<file path="src/design/cdt_pkg.sv">
`default_nettype none

package cdt_pkg;

  localparam int NUM_GROUPS = 5;
  localparam int NUM_DET    = 8;
  localparam int NUM_SEG    = 89;
  localparam int SEG_MAX    = 18;
  localparam int HIT_W      = 256;
  localparam int WORD_W     = 64;
  localparam int THR_W      = 9;
  localparam int WIDTH_W    = 8;
  localparam int CFG_DATA_W = 64;
  localparam int CFG_ADDR_W = 4;

  // detector order: TOF1x, TOF1y, AC1, AC2, AC3, TOF2x, WC1, WC2
  localparam int DET_TOF1X = 0;
  localparam int DET_TOF1Y = 1;
  localparam int DET_AC1   = 2;
  localparam int DET_AC2   = 3;
  localparam int DET_AC3   = 4;
  localparam int DET_TOF2X = 5;
  localparam int DET_WC1   = 6;
  localparam int DET_WC2   = 7;

  localparam int DET_BASE  [NUM_DET] = '{0, 34, 52, 66, 80, 94, 130, 154};
  localparam int DET_COUNT [NUM_DET] = '{17, 9, 7, 7, 7, 18, 12, 12};
  localparam int DET_FIRST [NUM_DET] = '{0, 17, 26, 33, 40, 47, 65, 77};

  // inclusive segment ranges per detector and group, TOF1y row unused
  localparam int GRP_LO [NUM_DET][NUM_GROUPS] = '{
    '{0, 4, 7, 10, 13},
    '{0, 0, 0, 0, 0},
    '{0, 0, 0, 1, 1},
    '{0, 0, 0, 1, 1},
    '{0, 0, 0, 1, 1},
    '{0, 3, 6, 9, 12},
    '{0, 1, 3, 4, 5},
    '{0, 1, 3, 5, 6}
  };
  localparam int GRP_HI [NUM_DET][NUM_GROUPS] = '{
    '{3, 6, 9, 12, 16},
    '{0, 0, 0, 0, 0},
    '{5, 5, 6, 6, 6},
    '{5, 5, 6, 6, 6},
    '{5, 5, 6, 6, 6},
    '{5, 8, 11, 14, 17},
    '{4, 8, 10, 11, 11},
    '{6, 9, 11, 11, 11}
  };

  typedef enum logic {
    REG_STRETCH_WIDTHS = 1'b0,
    REG_MULT_THRESHOLD = 1'b1
  } reg_idx_e;

  typedef struct packed {
    logic [CFG_DATA_W-1:0] widths;
    logic [THR_W-1:0]      thr;
  } cfg_t;

  typedef logic [NUM_SEG-1:0] seg_vec_t;

  // all segments of one detector
  function automatic seg_vec_t det_mask(int d);
    seg_vec_t m;
    m = '0;
    for (int i = 0; i < SEG_MAX; i++) begin
      if (i < DET_COUNT[d]) m[DET_FIRST[d] + i] = 1'b1;
    end
    return m;
  endfunction

  // segments of detector d that belong to group k
  function automatic seg_vec_t grp_mask(int d, int k);
    seg_vec_t m;
    m = '0;
    for (int i = 0; i < SEG_MAX; i++) begin
      if (i >= GRP_LO[d][k] && i <= GRP_HI[d][k] && i < DET_COUNT[d]) begin
        m[DET_FIRST[d] + i] = 1'b1;
      end
    end
    return m;
  endfunction

endpackage

`default_nettype wire

</file>
<file path="src/design/cdt_if.sv">
`default_nettype none

interface cdt_in_if
  import cdt_pkg::*;
();
  logic              valid;
  logic              ready;
  logic [WORD_W-1:0] hits_word0;
  logic [WORD_W-1:0] hits_word1;
  logic [WORD_W-1:0] hits_word2;
  logic [WORD_W-1:0] hits_word3;

  modport source (
    output valid, hits_word0, hits_word1, hits_word2, hits_word3,
    input  ready
  );
  modport sink (
    input  valid, hits_word0, hits_word1, hits_word2, hits_word3,
    output ready
  );
endinterface

interface cdt_out_if
  import cdt_pkg::*;
();
  logic                  valid;
  logic                  ready;
  logic                  multiplicity_trigger;
  logic                  any_hit_trigger;
  logic [NUM_GROUPS-1:0] group_triggers;
  logic                  combined_trigger;

  modport source (
    output valid, multiplicity_trigger, any_hit_trigger, group_triggers,
           combined_trigger,
    input  ready
  );
  modport sink (
    input  valid, multiplicity_trigger, any_hit_trigger, group_triggers,
           combined_trigger,
    output ready
  );
endinterface

`default_nettype wire

</file>
<file path="src/design/detector_coincidence_trigger.sv">
`default_nettype none

// coincidence trigger over 256 hit channels, one 4 ns sample per item. the
// block takes one item every clock cycle unless the pipe is full and the
// output side is stalled, and returns exactly one result per item; an
// accepted item passes through the four-stage pipeline (input register,
// segment and partial-count register, group and sub-count register, result
// register), each stage advancing on its own so that a held result does
// not block items behind it until the pipe is full.
// channel pairs 0..177 form 89 detector segments; each segment has an 8-bit
// pulse-stretch counter that is reloaded with its detector's width (byte k
// of stretch_widths) on a hit and counts down otherwise, and the counters
// carry over from one item to the next, stepping as an item leaves the
// input register. stretched segments are ORed over fixed group ranges and
// combined into five group triggers. the multiplicity trigger compares the
// count of hit channels below NUM_CHANNELS with multiplicity_threshold (a
// threshold of zero always fires, above NUM_CHANNELS never). registers sit
// at byte address 0 (stretch_widths) and 8 (multiplicity_threshold) and are
// only to be written while no item is in flight.
module detector_coincidence_trigger
  import cdt_pkg::*;
#(
  parameter int NUM_CHANNELS = 256
) (
  input  logic                  clk_i,
  input  logic                  rst_ni,
  cdt_in_if.sink                in_i,
  cdt_out_if.source             out_o,
  input  logic                  psel,
  input  logic                  penable,
  input  logic                  pwrite,
  input  logic [CFG_ADDR_W-1:0] paddr,
  input  logic [CFG_DATA_W-1:0] pwdata,
  output logic [CFG_DATA_W-1:0] prdata,
  output logic                  pready
);

  localparam int N8   = HIT_W / 8;   // 8-bit chunks
  localparam int C8W  = 4;           // count of one chunk, 0..8
  localparam int NSUB = N8 / 8;      // sub-counts of eight chunks
  localparam int C64W = 7;           // count of 64 channels, 0..64

  // ---------------------------------------------------------------------
  // configuration registers
  // ---------------------------------------------------------------------
  cfg_t cfg;

  cdt_cfg u_cfg (
    .clk_i   (clk_i),
    .rst_ni  (rst_ni),
    .psel    (psel),
    .penable (penable),
    .pwrite  (pwrite),
    .paddr   (paddr),
    .pwdata  (pwdata),
    .prdata  (prdata),
    .pready  (pready),
    .cfg_o   (cfg)
  );

  // ---------------------------------------------------------------------
  // stage handshake: each stage loads when it is empty or drains
  // ---------------------------------------------------------------------
  logic s1_v_q, s2_v_q, s3_v_q, out_v_q;
  logic s1_free, s2_free, s3_free, out_free;
  logic in_acc, adv2, adv3, adv4;

  assign out_free = !out_v_q || out_o.ready;
  assign s3_free  = !s3_v_q || out_free;
  assign s2_free  = !s2_v_q || s3_free;
  assign s1_free  = !s1_v_q || s2_free;

  assign in_i.ready = s1_free;
  assign in_acc     = in_i.valid & s1_free;
  assign adv2       = s1_v_q & s2_free;
  assign adv3       = s2_v_q & s3_free;
  assign adv4       = s3_v_q & out_free;

  always_ff @(posedge clk_i or negedge rst_ni) begin
    if (!rst_ni) begin
      s1_v_q  <= 1'b0;
      s2_v_q  <= 1'b0;
      s3_v_q  <= 1'b0;
      out_v_q <= 1'b0;
    end else begin
      if (s1_free)  s1_v_q  <= in_i.valid;
      if (s2_free)  s2_v_q  <= s1_v_q;
      if (s3_free)  s3_v_q  <= s2_v_q;
      if (out_free) out_v_q <= s3_v_q;
    end
  end

  // ---------------------------------------------------------------------
  // stage 1: input register
  // ---------------------------------------------------------------------
  logic [HIT_W-1:0] hits_q;

  always_ff @(posedge clk_i) begin
    if (in_acc) begin
      hits_q <= {in_i.hits_word3, in_i.hits_word2, in_i.hits_word1, in_i.hits_word0};
    end
  end

  // channels at or above NUM_CHANNELS do not count
  logic [HIT_W-1:0] chan_mask;
  logic [HIT_W-1:0] hits_m;

  for (genvar i = 0; i < HIT_W; i++) begin : g_mask
    assign chan_mask[i] = (i < NUM_CHANNELS);
  end
  assign hits_m = hits_q & chan_mask;

  // ---------------------------------------------------------------------
  // stage 2: stretched segments, per-chunk counts, any hit
  // ---------------------------------------------------------------------
  seg_vec_t       seg_d, seg_q;
  logic [C8W-1:0] cnt8_d [N8];
  logic [C8W-1:0] cnt8_q [N8];
  logic           any2_q;

  cdt_stretch u_stretch (
    .clk_i    (clk_i),
    .rst_ni   (rst_ni),
    .hits_i   (hits_q),
    .widths_i (cfg.widths),
    .step_i   (adv2),
    .seg_o    (seg_d)
  );

  always_comb begin
    for (int c = 0; c < N8; c++) begin
      cnt8_d[c] = '0;
      for (int b = 0; b < 8; b++) begin
        cnt8_d[c] = cnt8_d[c] + C8W'(hits_m[8*c + b]);
      end
    end
  end

  always_ff @(posedge clk_i) begin
    if (adv2) begin
      seg_q  <= seg_d;
      cnt8_q <= cnt8_d;
      any2_q <= |hits_m;
    end
  end

  // ---------------------------------------------------------------------
  // stage 3: group coincidences, counts per 64 channels
  // ---------------------------------------------------------------------
  logic [NUM_GROUPS-1:0] grp_d, grp3_q;
  logic [C64W-1:0]       cnt64_d [NSUB];
  logic [C64W-1:0]       cnt64_q [NSUB];
  logic                  any3_q;

  cdt_coinc u_coinc (
    .seg_i (seg_q),
    .grp_o (grp_d)
  );

  always_comb begin
    for (int s = 0; s < NSUB; s++) begin
      cnt64_d[s] = '0;
      for (int c = 0; c < 8; c++) begin
        cnt64_d[s] = cnt64_d[s] + C64W'(cnt8_q[8*s + c]);
      end
    end
  end

  always_ff @(posedge clk_i) begin
    if (adv3) begin
      grp3_q  <= grp_d;
      cnt64_q <= cnt64_d;
      any3_q  <= any2_q;
    end
  end

  // ---------------------------------------------------------------------
  // stage 4: total count, threshold compare, result register
  // ---------------------------------------------------------------------
  logic [THR_W-1:0] total;

  always_comb begin
    total = '0;
    for (int s = 0; s < NSUB; s++) begin
      total = total + THR_W'(cnt64_q[s]);
    end
  end

  logic                  mult_q, any_q, comb_q;
  logic [NUM_GROUPS-1:0] grp_q;

  always_ff @(posedge clk_i) begin
    if (adv4) begin
      mult_q <= (total >= cfg.thr);
      any_q  <= any3_q;
      grp_q  <= grp3_q;
      comb_q <= |grp3_q;
    end
  end

  assign out_o.valid                = out_v_q;
  assign out_o.multiplicity_trigger = mult_q;
  assign out_o.any_hit_trigger      = any_q;
  assign out_o.group_triggers       = grp_q;
  assign out_o.combined_trigger     = comb_q;

  // ---------------------------------------------------------------------
  // assertions
  // ---------------------------------------------------------------------
  // combined bit follows the group bits of the same item
  assert property (@(posedge clk_i) disable iff (!rst_ni)
    out_v_q |-> (comb_q == (grp_q != '0)))
    else $error("combined trigger does not match group bits");

  // with no channel hit only a zero threshold fires
  assert property (@(posedge clk_i) disable iff (!rst_ni)
    (out_v_q && !any_q) |-> (mult_q == (cfg.thr == '0)))
    else $error("multiplicity trigger without hits");

  // a threshold above the channel count can never be reached
  assert property (@(posedge clk_i) disable iff (!rst_ni)
    (out_v_q && (cfg.thr > THR_W'(NUM_CHANNELS))) |-> !mult_q)
    else $error("multiplicity trigger above channel count");

endmodule

`default_nettype wire

</file>
<file path="src/design/cdt_cfg.sv">
`default_nettype none

module cdt_cfg
  import cdt_pkg::*;
(
  input  logic                  clk_i,
  input  logic                  rst_ni,
  input  logic                  psel,
  input  logic                  penable,
  input  logic                  pwrite,
  input  logic [CFG_ADDR_W-1:0] paddr,
  input  logic [CFG_DATA_W-1:0] pwdata,
  output logic [CFG_DATA_W-1:0] prdata,
  output logic                  pready,
  output cfg_t                  cfg_o
);

  cfg_t     cfg_q;
  reg_idx_e idx;
  logic     wr_en;

  // 8-byte register slots, byte offset bits ignored
  assign idx    = reg_idx_e'(paddr[CFG_ADDR_W-1]);
  assign wr_en  = psel & penable & pwrite;
  assign pready = 1'b1;
  assign cfg_o  = cfg_q;

  always_ff @(posedge clk_i or negedge rst_ni) begin
    if (!rst_ni) begin
      cfg_q <= '0;
    end else if (wr_en) begin
      case (idx)
        REG_STRETCH_WIDTHS: cfg_q.widths <= pwdata;
        REG_MULT_THRESHOLD: cfg_q.thr    <= pwdata[THR_W-1:0];
        default: ;
      endcase
    end
  end

  always_comb begin
    case (idx)
      REG_STRETCH_WIDTHS: prdata = cfg_q.widths;
      REG_MULT_THRESHOLD: prdata = {{(CFG_DATA_W-THR_W){1'b0}}, cfg_q.thr};
      default:            prdata = '0;
    endcase
  end

endmodule

`default_nettype wire

</file>
<file path="src/design/cdt_stretch.sv">
`default_nettype none

module cdt_stretch
  import cdt_pkg::*;
(
  input  logic                  clk_i,
  input  logic                  rst_ni,
  input  logic [HIT_W-1:0]      hits_i,
  input  logic [CFG_DATA_W-1:0] widths_i,
  input  logic                  step_i,
  output seg_vec_t              seg_o
);

  for (genvar d = 0; d < NUM_DET; d++) begin : g_det
    for (genvar n = 0; n < SEG_MAX; n++) begin : g_n
      if (n < DET_COUNT[d]) begin : g_seg
        localparam int Seg = DET_FIRST[d] + n;
        localparam int Ch  = DET_BASE[d] + 2 * n;

        logic               hit;
        logic [WIDTH_W-1:0] ctr_q;
        logic [WIDTH_W-1:0] ctr_d;

        assign hit = hits_i[Ch] & hits_i[Ch+1];

        // reload on a hit, otherwise count down to zero
        always_comb begin
          ctr_d = ctr_q;
          if (hit) begin
            ctr_d = widths_i[WIDTH_W*d +: WIDTH_W];
          end else if (ctr_q != '0) begin
            ctr_d = ctr_q - WIDTH_W'(1);
          end
        end

        always_ff @(posedge clk_i or negedge rst_ni) begin
          if (!rst_ni) begin
            ctr_q <= '0;
          end else if (step_i) begin
            ctr_q <= ctr_d;
          end
        end

        assign seg_o[Seg] = hit | (ctr_q != '0);
      end
    end
  end

endmodule

`default_nettype wire

</file>
<file path="src/design/cdt_coinc.sv">
`default_nettype none

module cdt_coinc
  import cdt_pkg::*;
(
  input  seg_vec_t              seg_i,
  output logic [NUM_GROUPS-1:0] grp_o
);

  logic tof1y_any;

  assign tof1y_any = |(seg_i & det_mask(DET_TOF1Y));

  for (genvar k = 0; k < NUM_GROUPS; k++) begin : g_grp
    logic [NUM_DET-1:0] g;
    logic               ac;

    for (genvar d = 0; d < NUM_DET; d++) begin : g_d
      if (d == DET_TOF1Y) begin : g_any
        assign g[d] = tof1y_any;
      end else begin : g_rng
        assign g[d] = |(seg_i & grp_mask(d, k));
      end
    end

    // two of three aerogel counters
    assign ac = (g[DET_AC1] & g[DET_AC2]) | (g[DET_AC1] & g[DET_AC3])
              | (g[DET_AC2] & g[DET_AC3]);

    assign grp_o[k] = g[DET_TOF1X] & g[DET_TOF2X] & g[DET_TOF1Y] & ac
                    & g[DET_WC1] & g[DET_WC2];
  end

endmodule

`default_nettype wire

</file>
<file path="src/flat_wrapper.sv">
// flat-port wrapper written by rule: the top's interface ports become plain ports
module detector_coincidence_trigger_flat import cdt_pkg::*;
#(
  parameter int NUM_CHANNELS = 256
)
  (clk_i, rst_ni, psel, penable, pwrite, paddr, pwdata, prdata, pready, in_i_valid, in_i_hits_word0, in_i_hits_word1, in_i_hits_word2, in_i_hits_word3, in_i_ready, out_o_valid, out_o_multiplicity_trigger, out_o_any_hit_trigger, out_o_group_triggers, out_o_combined_trigger, out_o_ready);
  cdt_in_if in_i_i ();
  cdt_out_if out_o_i ();
  input  logic clk_i;
  input  logic rst_ni;
  input  logic psel;
  input  logic penable;
  input  logic pwrite;
  input  logic [CFG_ADDR_W-1:0] paddr;
  input  logic [CFG_DATA_W-1:0] pwdata;
  output logic [CFG_DATA_W-1:0] prdata;
  output logic pready;
  input wire logic [$bits(in_i_i.valid)-1:0] in_i_valid;
  input wire logic [$bits(in_i_i.hits_word0)-1:0] in_i_hits_word0;
  input wire logic [$bits(in_i_i.hits_word1)-1:0] in_i_hits_word1;
  input wire logic [$bits(in_i_i.hits_word2)-1:0] in_i_hits_word2;
  input wire logic [$bits(in_i_i.hits_word3)-1:0] in_i_hits_word3;
  output wire logic [$bits(in_i_i.ready)-1:0] in_i_ready;
  output wire logic [$bits(out_o_i.valid)-1:0] out_o_valid;
  output wire logic [$bits(out_o_i.multiplicity_trigger)-1:0] out_o_multiplicity_trigger;
  output wire logic [$bits(out_o_i.any_hit_trigger)-1:0] out_o_any_hit_trigger;
  output wire logic [$bits(out_o_i.group_triggers)-1:0] out_o_group_triggers;
  output wire logic [$bits(out_o_i.combined_trigger)-1:0] out_o_combined_trigger;
  input wire logic [$bits(out_o_i.ready)-1:0] out_o_ready;
  assign in_i_i.valid = in_i_valid;
  assign in_i_i.hits_word0 = in_i_hits_word0;
  assign in_i_i.hits_word1 = in_i_hits_word1;
  assign in_i_i.hits_word2 = in_i_hits_word2;
  assign in_i_i.hits_word3 = in_i_hits_word3;
  assign in_i_ready = in_i_i.ready;
  assign out_o_valid = out_o_i.valid;
  assign out_o_multiplicity_trigger = out_o_i.multiplicity_trigger;
  assign out_o_any_hit_trigger = out_o_i.any_hit_trigger;
  assign out_o_group_triggers = out_o_i.group_triggers;
  assign out_o_combined_trigger = out_o_i.combined_trigger;
  assign out_o_i.ready = out_o_ready;
  detector_coincidence_trigger #(.NUM_CHANNELS(NUM_CHANNELS)) u_core (.clk_i(clk_i), .rst_ni(rst_ni), .in_i(in_i_i), .out_o(out_o_i), .psel(psel), .penable(penable), .pwrite(pwrite), .paddr(paddr), .pwdata(pwdata), .prdata(prdata), .pready(pready));
endmodule
</file>
<file path="config.mk">
export PLATFORM = sky130hd
export DESIGN_NAME = detector_coincidence_trigger_flat
export DESIGN_NICKNAME = d
export VERILOG_FILES = /design/src/design/cdt_pkg.sv /design/src/design/cdt_if.sv /design/src/design/detector_coincidence_trigger.sv /design/src/design/cdt_cfg.sv /design/src/design/cdt_stretch.sv /design/src/design/cdt_coinc.sv /design/src/flat_wrapper.sv
export SDC_FILE = /design/constraint.sdc
export NUM_CORES = 2
export LEC_CHECK = 0
export BUFFER_PORTS_ARGS = -buffer_cell sky130_fd_sc_hd__buf_2
export CAP_MARGIN = 20
export CORE_UTILIZATION = 30
export CTS_CLUSTER_DIAMETER = 150
export DETAILED_ROUTE_END_ITERATION = 8
export HOLD_SLACK_MARGIN = 0.15
export MAX_ROUTING_LAYER = met4
export PLACE_DENSITY_LB_ADDON = 0.3
export SLEW_MARGIN = 20
export SYNTH_ARGS = -nofsm -noshare
export SYNTH_HDL_FRONTEND = slang
export SYNTH_HIERARCHICAL = 1
export SYNTH_SLANG_ARGS = --single-unit
</file>
<file path="constraint.sdc">
create_clock -name clk_i -period 9.5 [get_ports clk_i]
set_clock_uncertainty 0.1 [all_clocks]
set_input_delay 0.95 -clock clk_i [delete_from_list [all_inputs] [get_ports clk_i]]
set_output_delay 0.95 -clock clk_i [all_outputs]
set_load 0.05 [all_outputs]
</file>
# After elaboration in Yosys (flattened, before gate mapping)
# Index checks and enable logic that the tools add are counted.
dict set report totals {
  register_bits 1305
  out_inout_bits 75
  word_cells 1198
}
dict set report op_classes {
  n_addsub 344
  n_lt_le_gt_ge 1
  mux 179
  n_bitwise 225
  n_reduce_logical 309
}
# cell count
set ops {}
lappend ops {{two-way mux 8 bit} 178}
lappend ops {{adder 4 x 1 -> 4 bit} 192}
lappend ops {{nonzero test 8 bit} 89}
lappend ops {{subtractor 8 x 1 -> 8 bit (second input constant)} 89}
lappend ops {{OR reduction 256 bit} 1}
lappend ops {{AND reduction 2 bit} 91}
lappend ops {{nonzero test 2 bit} 89}
lappend ops {{adder 7 x 4 -> 7 bit} 24}
lappend ops {{bitwise AND 1 bit} 129}
lappend ops {{case mux 64 bit (2 select lines)} 1}
lappend ops {{bitwise OR 1 bit} 95}
lappend ops {{OR reduction 6 bit} 12}
lappend ops {{adder 1 x 1 -> 2 bit} 32}
lappend ops {{OR reduction 7 bit} 6}
lappend ops {{OR reduction 9 bit} 3}
lappend ops {{OR reduction 8 bit} 3}
lappend ops {{adder 4 x 4 -> 5 bit} 4}
lappend ops {{adder 9 x 7 -> 9 bit} 2}
lappend ops {{OR reduction 5 bit} 2}
lappend ops {{>= comparator 9 bit} 1}
lappend ops {{OR reduction 3 bit} 3}
lappend ops {{adder 7 x 7 -> 8 bit} 1}
lappend ops {{OR reduction 4 bit} 2}
lappend ops {{zero test 1 bit} 4}
lappend ops {{2 further kinds} 5}

# Depth between registers and ports, before layout
dict set report logic_depth {
  depth_word 7
  mapped_depth 17
  ltp_nobuf 17
}

# By module
# Netlist, hierarchy kept.
# mod instances cells_each area_each_um2 seq_area_each_um2
set by_module_without_submodules {}
lappend by_module_without_submodules {cdt_stretch 1 5641 46764.9 17817.1}
lappend by_module_without_submodules {detector_coincidence_trigger 1 1740 26187.6 15595.0}
lappend by_module_without_submodules {cdt_cfg 1 228 3527.1 1826.8}
lappend by_module_without_submodules {cdt_coinc 1 59 379.1 0.0}

# Worst setup path before layout
# No wires, ideal clock.
dict set report synth_path {
  path_kind {input to register}
  start {input port out_o_ready}
  end {register u_core.hits_q[0] (netlist: u_core/hits_m[0]) (enable)}
  arrival_ns 7.330
  required_time_ns 8.752
  path_slack_ns 1.422
  stages 3
  n_path_buf 0
  path_cell_list {nor2b_1 -> nand4_1 -> and2_1}
}
dict set report synth_via {
  elab_chain_cells 5
}
# item line_no
set synth_rtl {}
lappend synth_rtl {{start: declaration} flat_wrapper.sv:29} ;# input wire logic [$bits(out_o_i.ready)-1:0] out_o_ready;
lappend synth_rtl {{logical OR 1 bit} detector_coincidence_trigger.sv:68} ;# assign out_free = !out_v_q || out_o.ready;
lappend synth_rtl {{logical OR 1 bit} detector_coincidence_trigger.sv:69} ;# assign s3_free = !s3_v_q || out_free;
lappend synth_rtl {{logical OR 1 bit} detector_coincidence_trigger.sv:70} ;# assign s2_free = !s2_v_q || s3_free;
lappend synth_rtl {{logical OR 1 bit} detector_coincidence_trigger.sv:71} ;# assign s1_free = !s1_v_q || s2_free;
lappend synth_rtl {{named net in_i_ready} flat_wrapper.sv:23} ;# output wire logic [$bits(in_i_i.ready)-1:0] in_i_ready;
lappend synth_rtl {{bitwise AND 1 bit} detector_coincidence_trigger.sv:74} ;# assign in_acc = in_i.valid & s1_free;
lappend synth_rtl {{named net u_core.in_acc} detector_coincidence_trigger.sv:66} ;# logic in_acc, adv2, adv3, adv4;
lappend synth_rtl {{end signal: assignment} detector_coincidence_trigger.sv:100} ;# hits_q <= {in_i.hits_word3, in_i.hits_word2, in_i.hits_word1, in_i.hits_word0};
lappend synth_rtl {{end: declaration} detector_coincidence_trigger.sv:96} ;# logic [HIT_W-1:0] hits_q;
# The timed path passes the listed nets, and every way through them passes these cells.
# A chain may end at the register's enable or synchronous reset.

# Worst setup path in the final report
dict set report layout_path {
  start {register u_core/cnt64_q[0] in the netlist's numbering}
  end {register u_core.mult_q (netlist: u_core/out_o.multiplicity_trigger) (data pin)}
}
dict set report layout_via {
  elab_chain_cells 2
}
# item line_no
set layout_rtl {}
lappend layout_rtl {{start: declaration} detector_coincidence_trigger.sv:152} ;# logic [C64W-1:0] cnt64_q [NSUB];
lappend layout_rtl {{start signal: assignment} detector_coincidence_trigger.sv:172} ;# cnt64_q <= cnt64_d;
lappend layout_rtl {{adder 9 x 7 -> 9 bit} detector_coincidence_trigger.sv:185} ;# total = total + THR_W'(cnt64_q[s]);
lappend layout_rtl {{>= comparator 9 bit} detector_coincidence_trigger.sv:194} ;# mult_q <= (total >= cfg.thr);
lappend layout_rtl {{end signal: assignment} detector_coincidence_trigger.sv:194}
lappend layout_rtl {{end: declaration} detector_coincidence_trigger.sv:189} ;# logic mult_q, any_q, comb_q;
# Every way passes these cells.

==> parameters.txt <==
Parameter                              Value

Routing
  Count of vias placed by the detailed router ... between 60k and 70k
  Vias per cell ... around 5.4
  Average routed wire per standard cell ... ~22 microns
  Drt first pass iters ... 6
  1st-iter DRT viols ... between 5k and 6k
  Residual antenna-violating net count after detailed routing ... 0
  Routed wire length ... around 250000 microns
  DRC violation count after routing ... 0

Cells and area
  Sequential cell area ... 35200 sq um
  Most used cells in the layout excluding fill and tap cells ... sky130_fd_sc_hd__inv_1 (795), sky130_fd_sc_hd__dfrtp_1 (785), sky130_fd_sc_hd__o21ai_0 (683)
  Multi-input gate area ... roughly 37000 sq um
  Final layout net count ... slightly below 9k
  Layout area overhead ... 15.0%
  Filler Cell Count ... around 25k
  Proportion of layout cells with a drive suffix above 1 ... 0.128
  Leading cell type in the layout, fill and taps excluded ... sky130_fd_sc_hd__inv_1
  Post-route cell area ... a little under 90000 sq um

Worst setup path
  Worst Setup Start Kind ... flip-flop
  Endpoint required time on the critical path ... just under 10 ns
  Top fanout value on the critical path ... 3
  Critical path start-end classification ... reg -> reg
  Cell chain of the critical path ... fa_1, inv_1, fa_1, inv_1, ha_1, inv_1, fa_1, nor2b_4, o21ai_2, a21boi_2, nor4_1, a311o_1, ha_1, a21o_1, a21oi_1, o21ai_0
  Worst stage delay on the critical path ... slightly below 0.5 ns
  CP Data Arrival Time ... 4.66 ns
  Cell at the slowest stage of the critical path ... sky130_fd_sc_hd__fa_1
  Kind of end point of the critical path ... flip-flop

Clock network
  Clock latency reported for the late side of the worst-skew pair ... between 0.8 and 0.9 ns
  Number of sinks driven by the clock tree ... about 1.3k
  H-tree depth ... 4
  Clock tree root buffer cell ... sky130_fd_sc_hd__clkbuf_16
  CTS tree ... done
  Maximum clock insertion buffer count ... 3
  Post-CTS Repair Setup Buffers ... 0
  Clock transition at the registers of the reported paths ... ~0.060 ns
  CTS Buf Count ... approximately 160

Power and ir drop
  Relative contribution of the clock network to total power ... 0.213
  Internal power ... 17500 uW
  Seq pwr share ... 0.346
  VDD IR-drop max ... 0.392 mV
  Switching fraction of total power ... 0.414
  Leakage power ... 0.0359 uW
  Power density of the placed cells ... between 300 and 400 nW/um^2
  Switching power of the nets ... between 10000 and 15000 uW
  Power, Total ... between 20000 and 30000 uW
  Fraction of power consumed by combinational cells ... 0.440

Synthesis
  Post-synthesis sequential element count ... 1305
  Synth warnings ... 6
  Instance count of the mapped netlist ... between 7k and 8k
  Share of synthesized area occupied by flip-flops and latches ... 0.458
  Leading register cell type out of synthesis ... sky130_fd_sc_hd__dfrtp_1
  Post-synth design cell area ... roughly 77000 sq um
  Average instance area after synthesis ... around 10 sq um
  Synthesized Nets ... 8584
  Fraction of synthesis flops using an asynchronous set or reset pin ... 0.605
  EDFF count, synth ... a little over 500
  Count of cell types in the netlist ... 100

Floorplan
  Initial core utilization ... 0.302
  Core region area ... approximately 250000 sq um
  Row count ... approximately 190
  Die footprint ... 258000 sq um
  Die Y-Extent ... 508 microns
  Horizontal die dimension ... 508 microns
  Io pins ... between 400 and 500

Global route
  Global Route Usage Sum ... 0.194
  Number of antenna violations at the first check in global routing ... 39
  Vias in the first global route ... roughly 59k
  Total overflow reported by the global router ... 0
  Wire length of the first global-routing pass ... ~370000 microns
  Pin count of the biggest net entering global routing ... around 160

Placed design
  Cell area after placement ... ~82000 sq um
  Post-detail-place hpwl ... between 150000 and 200000 microns
  Weighted congestion at the end of routability-driven global placement ... 0.905
  Input/output buffers ... 401

Timing
  Sum of negative setup slack ... 0 ns
  Max Transition Viols Final ... 0
  Final period demand of the worst path ... approximately 4.2 ns
  Setup repair after global routing missed its margin ... false
  Share of the clock period used by the worst path after layout ... 0.444
  Slew HR ... 0.206
  Final setup viols ... 0
  Count of final hold-check violations ... 0
  Least-Margin Pin Slew ... around 1.2 ns
  Max Clock Freq ... 237 MHz

Run
  Number of violations of the max-capacitance limit ... 0

Min path
  Worst min-delay path category ... in -> reg

Outcome
  Result of the run ... complete, no violations
## what timing repair did
item,CTS,global route
hold endpoints to repair,134,0
resized for setup,0,0
hold buffers,70,0
## through the flow
step / cells / worst slack [ns] / hold WS, ns / utilization
3_5_place_dp: 11100 / 5.40 / 0.308 / 0.323
5_1_grt: 11500 / 5.15 / 0.154 / 0.347
3_3_place_gp: 11100 / 5.35 / 0.301 / 0.323
2_1_floorplan: 7668 / 1.42 / 0.300 / -
6_report: 11500 / 5.28 / 0.202 / 0.348
4_1_cts: 11500 / 5.30 / 0.150 / 0.347
## worst max-delay path: cells and delay by family (launching register included)
family                   cells  cell delay, ns
buffers and inverters        3            0.24
flip-flops                   1            0.45
AO/OA/AOI/OAI                6            1.05
adder cells (fa/ha/maj)      5            1.88
AND/OR/NAND/NOR              2            0.22
## layer usage
layer  global-route usage  vias to the layer above  routed length, microns
met5                    -                        -                       0
met4               0.0725                        0                    9370
met3               0.0286                      410                   15400
met2                0.299                     2246                  115000
met1                0.257                    30900                  110000
li1                     -                    28300                       -
## cell families (layout without fill, tap and decap cells)
group | after synthesis | after routing | share of synthesized area
XOR/XNOR | 43 | 43 | 0.00490
other | 1 | 18 | 0.0000488
AO/OA/AOI/OAI | 2111 | 2111 | 0.174
AND/OR/NAND/NOR | 2324 | 2324 | 0.165
adder cells (fa/ha/maj) | 588 | 588 | 0.118
flip-flops | 1305 | 1305 | 0.458
buffers and inverters | 1196 | 1651 | 0.0613
multiplexers | 100 | 100 | 0.0173
## area by class of cell
cell class	count	area share
Clock inverter	74	0.00979
Antenna cell	17	0.000481
Inverter	796	0.0338
Tap cell	3366	0.0476
Sequential cell	1305	0.399
Multi-Input combinational cell	5167	0.419
Timing Repair Buffer	552	0.0392
Clock buffer	229	0.0519
## power groups by stage
stage / Combinational (uW) / Clock, uW / Sequential [uW]
after global routing: 14800 / 6740 / 10600
after floorplan: 9540 / 0 / 9570
after detailed placement: 13000 / 0 / 10300
after CTS: 13100 / 6530 / 10300
after global placement: 12600 / 0 / 10300
final: 13100 / 6360 / 10300
## registers in the layout, summed over array words and instances, names as in the netlist, 5 cells and up
signal and cells:
u_core/grp3_q 5, u_core/seg_q 89, u_core/cnt64_q 28, u_core/hits_m 256, u_core/u_stretch/g_det.g_n.g_seg.ctr_q 712, u_core/u_cfg/cfg_o 73
u_core/cnt8_q 128, u_core/out_o.group_triggers 5
## final timing paths
check | from | depth (start not counted) | endpoint | slack (ns)
min in group asynchronous | rst_ni | 2 | u_core/u_stretch/g_det[0].g_n[0].g_seg.ctr_q[7] | 0.59
max in group asynchronous | rst_ni | 4 | u_core/u_stretch/g_det[6].g_n[7].g_seg.ctr_q[1] | 6.59
setup reg to reg | u_core/cnt64_q[0] | 16 | u_core/out_o.multiplicity_trigger | 5.28
hold / removal | in_i_hits_word0[16] | 1 | u_core/hits_m[16] | 0.20
setup / recovery | u_core/cnt64_q[0] | 16 | u_core/out_o.multiplicity_trigger | 5.28
hold reg to reg | u_core/any2_q | 0 | u_core/any3_q | 0.32
## synthesized netlist by cell type, types with 12 or more instances
master	count	area, sq um
sky130_fd_sc_hd__or4_1	124	931
sky130_fd_sc_hd__nor4b_1	12	105
sky130_fd_sc_hd__a211oi_1	54	405
sky130_fd_sc_hd__nand2b_1	57	357
sky130_fd_sc_hd__o41ai_1	31	272
sky130_fd_sc_hd__o31ai_1	22	165
sky130_fd_sc_hd__nand3_1	132	661
sky130_fd_sc_hd__a22o_1	21	184
sky130_fd_sc_hd__edfxtp_1	516	15500
sky130_fd_sc_hd__mux2_2	22	248
sky130_fd_sc_hd__a21oi_1	648	3240
sky130_fd_sc_hd__mux2i_1	18	180
sky130_fd_sc_hd__nand2_1	429	1610
sky130_fd_sc_hd__nor2b_1	138	863
sky130_fd_sc_hd__a31oi_1	52	325
sky130_fd_sc_hd__nor3_1	336	1680
sky130_fd_sc_hd__inv_1	796	2990
sky130_fd_sc_hd__o41ai_4	15	413
sky130_fd_sc_hd__and2_1	95	594
sky130_fd_sc_hd__a21o_1	16	120
sky130_fd_sc_hd__ha_1	351	4390
sky130_fd_sc_hd__nor3b_1	100	751
sky130_fd_sc_hd__a31o_2	15	131
sky130_fd_sc_hd__nand4_1	19	119
sky130_fd_sc_hd__xnor2_1	32	280
sky130_fd_sc_hd__buf_2	44	220
sky130_fd_sc_hd__or4_4	24	270
sky130_fd_sc_hd__a22oi_1	83	623
sky130_fd_sc_hd__o21ai_0	683	3420
sky130_fd_sc_hd__or3_1	104	651
sky130_fd_sc_hd__a32oi_1	18	158
sky130_fd_sc_hd__nor2_1	406	1520
sky130_fd_sc_hd__dfrtp_1	789	19700
sky130_fd_sc_hd__clkbuf_1	325	1220
sky130_fd_sc_hd__o22a_1	17	149
sky130_fd_sc_hd__or3b_2	98	858
sky130_fd_sc_hd__nor4_1	186	1160
sky130_fd_sc_hd__mux2_4	60	901
sky130_fd_sc_hd__fa_1	234	4680
sky130_fd_sc_hd__o2bb2ai_1	189	1660
sky130_fd_sc_hd__o22ai_1	93	582
sky130_fd_sc_hd__a2bb2oi_1	38	333
Note: power is estimated with default switching activity, not from simulation.
